[config.mk]
export PLATFORM = sky130hd
export DESIGN_NAME = tod_elapsed_seconds_unit
export DESIGN_NICKNAME = d
export VERILOG_FILES = /design/src/design/tes_pkg.sv /design/src/design/tod_elapsed_seconds_unit.sv
export SDC_FILE = /design/constraint.sdc
export NUM_CORES = 1
export LEC_CHECK = 0
export ABC_AREA = 1
export BUFFER_PORTS_ARGS = -buffer_cell sky130_fd_sc_hd__buf_2
export CAP_MARGIN = 20
export CORE_ASPECT_RATIO = 2
export CORE_MARGIN = 1.5
export CORE_UTILIZATION = 40
export CTS_CLUSTER_SIZE = 28
export DETAILED_ROUTE_END_ITERATION = 10
export PLACE_DENSITY_LB_ADDON = 0.12
export SLEW_MARGIN = 20
export SYNTH_ARGS = -nofsm -noshare
export SYNTH_HDL_FRONTEND = slang
export SYNTH_SLANG_ARGS = --single-unit
[constraint.sdc]
create_clock -name clk_i -period 4.9 [get_ports clk_i]
set_input_delay 0.49 -clock clk_i [delete_from_list [all_inputs] [get_ports clk_i]]
set_output_delay 0.49 -clock clk_i [all_outputs]
set_load 0.01 [all_outputs]
[src/design/tes_pkg.sv]
`timescale 1ns / 1ps
// ---------------------------------------------------------------------------
// tes_pkg
// Constants and helper functions of the elapsed seconds unit.
// ---------------------------------------------------------------------------
package tes_pkg;

  // pipeline depth from accepted word to result strobe
  localparam int unsigned Latency = 4;

  // field widths
  localparam int unsigned HourW = 7;   // 24-hour value, up to 97
  localparam int unsigned BcdW  = 8;   // two-digit value, up to 165
  localparam int unsigned SodW  = 19;  // seconds of day, up to 359265
  localparam int unsigned DiffW = SodW + 1;
  localparam int unsigned WrapW = DiffW + 1;
  localparam int unsigned OutW  = 16;

  // time constants
  localparam logic [SodW-1:0]  HourSecs    = SodW'(3600);
  localparam logic [SodW-1:0]  MinSecs     = SodW'(60);
  localparam logic [WrapW-1:0] DaySeconds  = WrapW'(86400);
  localparam logic [OutW-1:0]  ElapsedMax  = 16'hFFFF;
  localparam logic [HourW-1:0] NoonHour    = 7'd12;
  localparam logic [HourW-1:0] PmOffset    = 7'd12;
  localparam int unsigned      PmBit       = 7;

  typedef logic [HourW-1:0] hour_t;
  typedef logic [BcdW-1:0]  bcd_t;
  typedef logic [SodW-1:0]  sod_t;

  // two bcd digits to binary, digits above nine used as they are
  function automatic bcd_t bcd_value(input logic [7:0] b);
    return bcd_t'({4'b0, b[7:4]} * 8'd10 + {4'b0, b[3:0]});
  endfunction

  // 12-hour bcd byte with pm flag to 24-hour binary hour
  function automatic hour_t hour_24(input logic [7:0] hb);
    hour_t h;
    h = hour_t'({4'b0, hb[6:4]} * 7'd10 + {3'b0, hb[3:0]});
    if (h == NoonHour) begin
      h = hb[PmBit] ? NoonHour : '0;
    end else if (hb[PmBit]) begin
      h = h + PmOffset;
    end
    return h;
  endfunction

endpackage

[src/design/tod_elapsed_seconds_unit.sv]
`timescale 1ns / 1ps
// ---------------------------------------------------------------------------
// tod_elapsed_seconds_unit
// Elapsed seconds between two 12-hour bcd times of day, four-stage pipeline.
// ---------------------------------------------------------------------------
// Usage:
//   A word (start and end time, each hours/minutes/seconds as raw bcd bytes,
//   pm flag in bit 7 of hours) is taken at a rising edge with start_i high
//   and busy_o low. busy_o is always low, so a new word may enter every
//   cycle; throughput is one word per clock.
//   When a word's result leaves the last stage, done_o is high for one cycle and
//   elapsed_seconds_o carries its result. Stages: bcd decode and 12/24-hour
//   fix, seconds-of-day multiply-add, end minus start, midnight wrap and
//   saturation to 65535. Words leave in the order they came in.
//   The receiver cannot stall; every result is shown once, for one cycle.
//   Reset (rst_ni low, asynchronous) clears the stage valid bits, so words
//   in flight are dropped and done_o stays low until new words arrive.
// ---------------------------------------------------------------------------
module tod_elapsed_seconds_unit (
  input  logic        clk_i,
  input  logic        rst_ni,
  input  logic        start_i,
  output logic        busy_o,
  input  logic [7:0]  start_hours_i,
  input  logic [7:0]  start_minutes_i,
  input  logic [7:0]  start_seconds_i,
  input  logic [7:0]  end_hours_i,
  input  logic [7:0]  end_minutes_i,
  input  logic [7:0]  end_seconds_i,
  output logic        done_o,
  output logic [15:0] elapsed_seconds_o
);

  // pipeline never stalls
  assign busy_o = 1'b0;

  logic accept;
  assign accept = start_i && !busy_o;

  // stage valid bits
  logic [tes_pkg::Latency-1:0] vld_d, vld_q;

  assign vld_d = {vld_q[tes_pkg::Latency-2:0], accept};

  always_ff @(posedge clk_i or negedge rst_ni) begin
    if (!rst_ni) begin
      vld_q <= '0;
    end else begin
      vld_q <= vld_d;
    end
  end

  // stage 1: bcd decode and 12/24-hour fix
  tes_pkg::hour_t st_h_q, en_h_q;
  tes_pkg::bcd_t  st_m_q, st_s_q, en_m_q, en_s_q;

  always_ff @(posedge clk_i) begin
    st_h_q <= tes_pkg::hour_24(start_hours_i);
    st_m_q <= tes_pkg::bcd_value(start_minutes_i);
    st_s_q <= tes_pkg::bcd_value(start_seconds_i);
    en_h_q <= tes_pkg::hour_24(end_hours_i);
    en_m_q <= tes_pkg::bcd_value(end_minutes_i);
    en_s_q <= tes_pkg::bcd_value(end_seconds_i);
  end

  // stage 2: seconds since midnight
  tes_pkg::sod_t st_sod_d, en_sod_d, st_sod_q, en_sod_q;

  always_comb begin
    st_sod_d = {12'b0, st_h_q} * tes_pkg::HourSecs + {11'b0, st_m_q} * tes_pkg::MinSecs
             + {11'b0, st_s_q};
    en_sod_d = {12'b0, en_h_q} * tes_pkg::HourSecs + {11'b0, en_m_q} * tes_pkg::MinSecs
             + {11'b0, en_s_q};
  end

  always_ff @(posedge clk_i) begin
    st_sod_q <= st_sod_d;
    en_sod_q <= en_sod_d;
  end

  // stage 3: signed difference
  logic [tes_pkg::DiffW-1:0] diff_d, diff_q;

  assign diff_d = {1'b0, en_sod_q} - {1'b0, st_sod_q};

  always_ff @(posedge clk_i) begin
    diff_q <= diff_d;
  end

  // stage 4: midnight wrap and saturation
  logic [tes_pkg::WrapW-1:0] wrap;
  logic [15:0]               elapsed_d, elapsed_q;

  always_comb begin
    wrap = {diff_q[tes_pkg::DiffW-1], diff_q};
    if (diff_q[tes_pkg::DiffW-1]) begin
      wrap = wrap + tes_pkg::DaySeconds;
    end
    if (wrap[tes_pkg::WrapW-1] || (|wrap[tes_pkg::WrapW-2:tes_pkg::OutW])) begin
      elapsed_d = tes_pkg::ElapsedMax;
    end else begin
      elapsed_d = wrap[tes_pkg::OutW-1:0];
    end
  end

  always_ff @(posedge clk_i) begin
    elapsed_q <= elapsed_d;
  end

  assign done_o            = vld_q[tes_pkg::Latency-1];
  assign elapsed_seconds_o = elapsed_q;

endmodule

==> metrics.cfg <==
[yosys]
ys_seq_area_share_pct = 23.99
async_flop_share_pct = 3.226
syn_nets = 1536
synth_seq_cells = 124
synth.top_cells.by_area = ha_1, dfxtp_1, fa_1, inv_1, nand2_1
synth.largest_area_cell = ha_1
yosysMostFrequentCell = inv_1
syn_area_mm2 = 0.01043
ys.flop_type = dfxtp_1
synth_top_area_share_pct = 24.11
synth_edf_count = 0
synth_cell_types = 42
synth_commonest_cells = inv_1, ha_1, nand2_1, dfxtp_1, xor2_1
syn_inst = 1227
synth_area_per_cell_um2 = 8.501
ys_warn_count = 0

[clock_tree]
post_cts_buffers = 0
clock_latency_ns = 0.43
root_buffer = clkbuf_16
cts-buffers-inserted = 17
cts.clk_slew.worst_paths_ns = 0.06
cts.sinks = 124
htreeDepth = 4
tritoncts = built
clock_path_buffers = 2

[sta]
fmax_mhz = 225.7
rsz0062_at_grt = false
final_hold_viol_count = 0
setup_viol = 0
tightest_slew_ns = 0.7283
fin_skew_ns = 0.007595
fin_crit_ns = 4.431
layout_worst_path_cycle_share_pct = 90.42
drv_slew = 0
tns_ns = 0
slew_headroom_pct = 51.45

[place]
dpl.hpwl_um = 18530
port_buffers = 67
place_congestion = 0.8567

[setup_path]
critPathKind = reg2reg
startpoint_type = register
critPathLaunch = en_m_q[0]
endpoint = en_sod_q[17]
end_kind = register
r2r_start = en_m_q[0]
reg2reg_slack_ns = 0.47
rr_worst_depth = 17
worstPathMaxFanout = 6
r2r-end = en_sod_q[17]
worstPathRequired_ns = 5.26
critPathArrivalTime_ns = 4.79

[floorplanning]
die_height_um = 231.4
fp-row-count = 83
core_mm2 = 0.02565
ios = 69
die-area_mm2 = 0.02711
initial_core_util_pct = 40.67
die_w_um = 117.2

[global_route]
grt.total_usage_pct = 16.88
grt-ovfl-total = 0
grt_max_degree = 17
grt_pass1_vias = 8054
antenna_found_initial = 0
grt_pass1_wl_um = 35410

[layout]
area_growth_pct = 13.15
antennaDiodeCount = 0
drive_gt1_share_pct = 8.795
fillers = 2616
layout.nets = 1615

[min_path]
hp-class = in2reg

[routing]
viasPerCell = 4.707
wire_per_inst_um = 12.67
wl_um = 21020
vias = 7809
drc = 0
first_pass_iters = 4
ant_nets = 0
drtIter0Drc = 199

[outcome]
status = finished, final reports clean

[job]
cap_violations = 0

per-layer routing:
metal	track usage (%)	share of wire, %	vias to the layer above
li1	-	-	4123
met4	7.982	3.8	0
met1	15.06	34	3570
met3	3.400	2.1	34
met5	0	0	-
met2	34.14	60	82
layout make-up:
type | instances | area [um^2] | area share (%)
well taps | 340 | 425.4 | 3.604
repair buffers | 68 | 345.3 | 2.926
inverters | 214 | 803.3 | 6.806
flip-flops and latches | 124 | 2502 | 21.20
clock inverters | 12 | 182.7 | 1.548
multi-input cells | 881 | 7077 | 59.96
clock buffers | 20 | 466.7 | 3.954
flip-flops by register name (all words and copies together) (netlist names):
| register | cells |
|---|---|
| vld_q | 4 |
| en_s_q | 8 |
| st_sod_q | 19 |
| diff_q | 20 |
| st_m_q | 8 |
| en_sod_q | 19 |
| en_m_q | 8 |
| en_h_q | 7 |
| elapsed_seconds_o | 16 |
| st_s_q | 8 |
| st_h_q | 7 |
cell usage in the layout (no fill, tap or decap), types with 2 or more instances in the layout:
cell          n
inv_1       212
ha_1        201
nand2_1     200
dfxtp_1     120
xor2_1       75
buf_2        67
nand3_1      66
a21oi_1      61
fa_1         57
nor2_1       55
xnor2_1      34
o21ai_0      29
nand4_1      18
clkbuf_16    17
nand3b_1     14
nor3_1       11
o21ai_1       8
a21o_1        7
o21bai_1      7
a31oi_1       4
o211ai_1      4
bufinv_16     4
dfrtp_1       4
nand2_2       3
o21a_1        3
o2111ai_1     3
nor3_2        3
a21oi_2       3
clkinvlp_4    3
inv_6         3
clkbuf_8      3
inv_2         2
or2_1         2
and2_1        2
o21bai_2      2
kinds of logic after synthesis:
group	count (synthesis)	synth area share, %
AND/OR/NAND/NOR	377	15.89
adder cells (fa/ha/maj)	258	35.05
buffers and inverters	222	8.168
AO/OA/AOI/OAI	135	7.557
flip-flops	124	23.99
XOR/XNOR	110	9.308
other	1	0.03595
what timing repair did:
action,4_1_cts,5_1_grt
endpoints found under the hold margin,4,0
endpoints found under the setup margin,0,0
resized for setup,0,0
hold buffers,1,0
per-stage QoR:
stage                     area [um^2]  utilization [%]  hold WS [ns]  setup slack, ns  instances
after global routing            11800            46.01        0.1382          0.06407       1659
after CTS                       11800            46.01        0.1275           0.4525       1659
after detailed placement        11140            43.44        0.2967           0.4823       1626
after global placement          11140            43.44        0.2940           0.5100       1626
after floorplan                 10430                -        0.1944           0.8451       1227
final                           11800            46.01        0.1591           0.4693       1659
critical path, stage by stage, from the launching register on:
cell and delay [ns]:
dfxtp_1 0.35, fa_1 0.53, fa_1 0.53, inv_1 0.06, fa_1 0.43, o21ai_0 0.40
a21oi_1 0.12, o21ai_0 0.20, xor2_1 0.16, inv_1 0.05, ha_1 0.27, ha_1 0.40
a21oi_1 0.26, o21ai_0 0.12, nand2_1 0.07, o2111ai_1 0.14, nand3_1 0.12, xor2_1 0.14
how the worst min path moves through the flow:
stage | startpoint | slack (ns) | end | cells after the start
floorplan | rst_ni | 0.19 | vld_q[0] | 0
global placement | rst_ni | 0.29 | vld_q[3] | 1
detailed placement | rst_ni | 0.30 | vld_q[2] | 1
CTS | end_seconds_i[0] | 0.13 | en_s_q[0] | 1
global route | end_seconds_i[0] | 0.14 | en_s_q[0] | 1
finish | end_seconds_i[0] | 0.16 | en_s_q[0] | 1
Power is not shown: default switching activity piles up to over one toggle a cycle in this logic, so the estimate is an artifact.
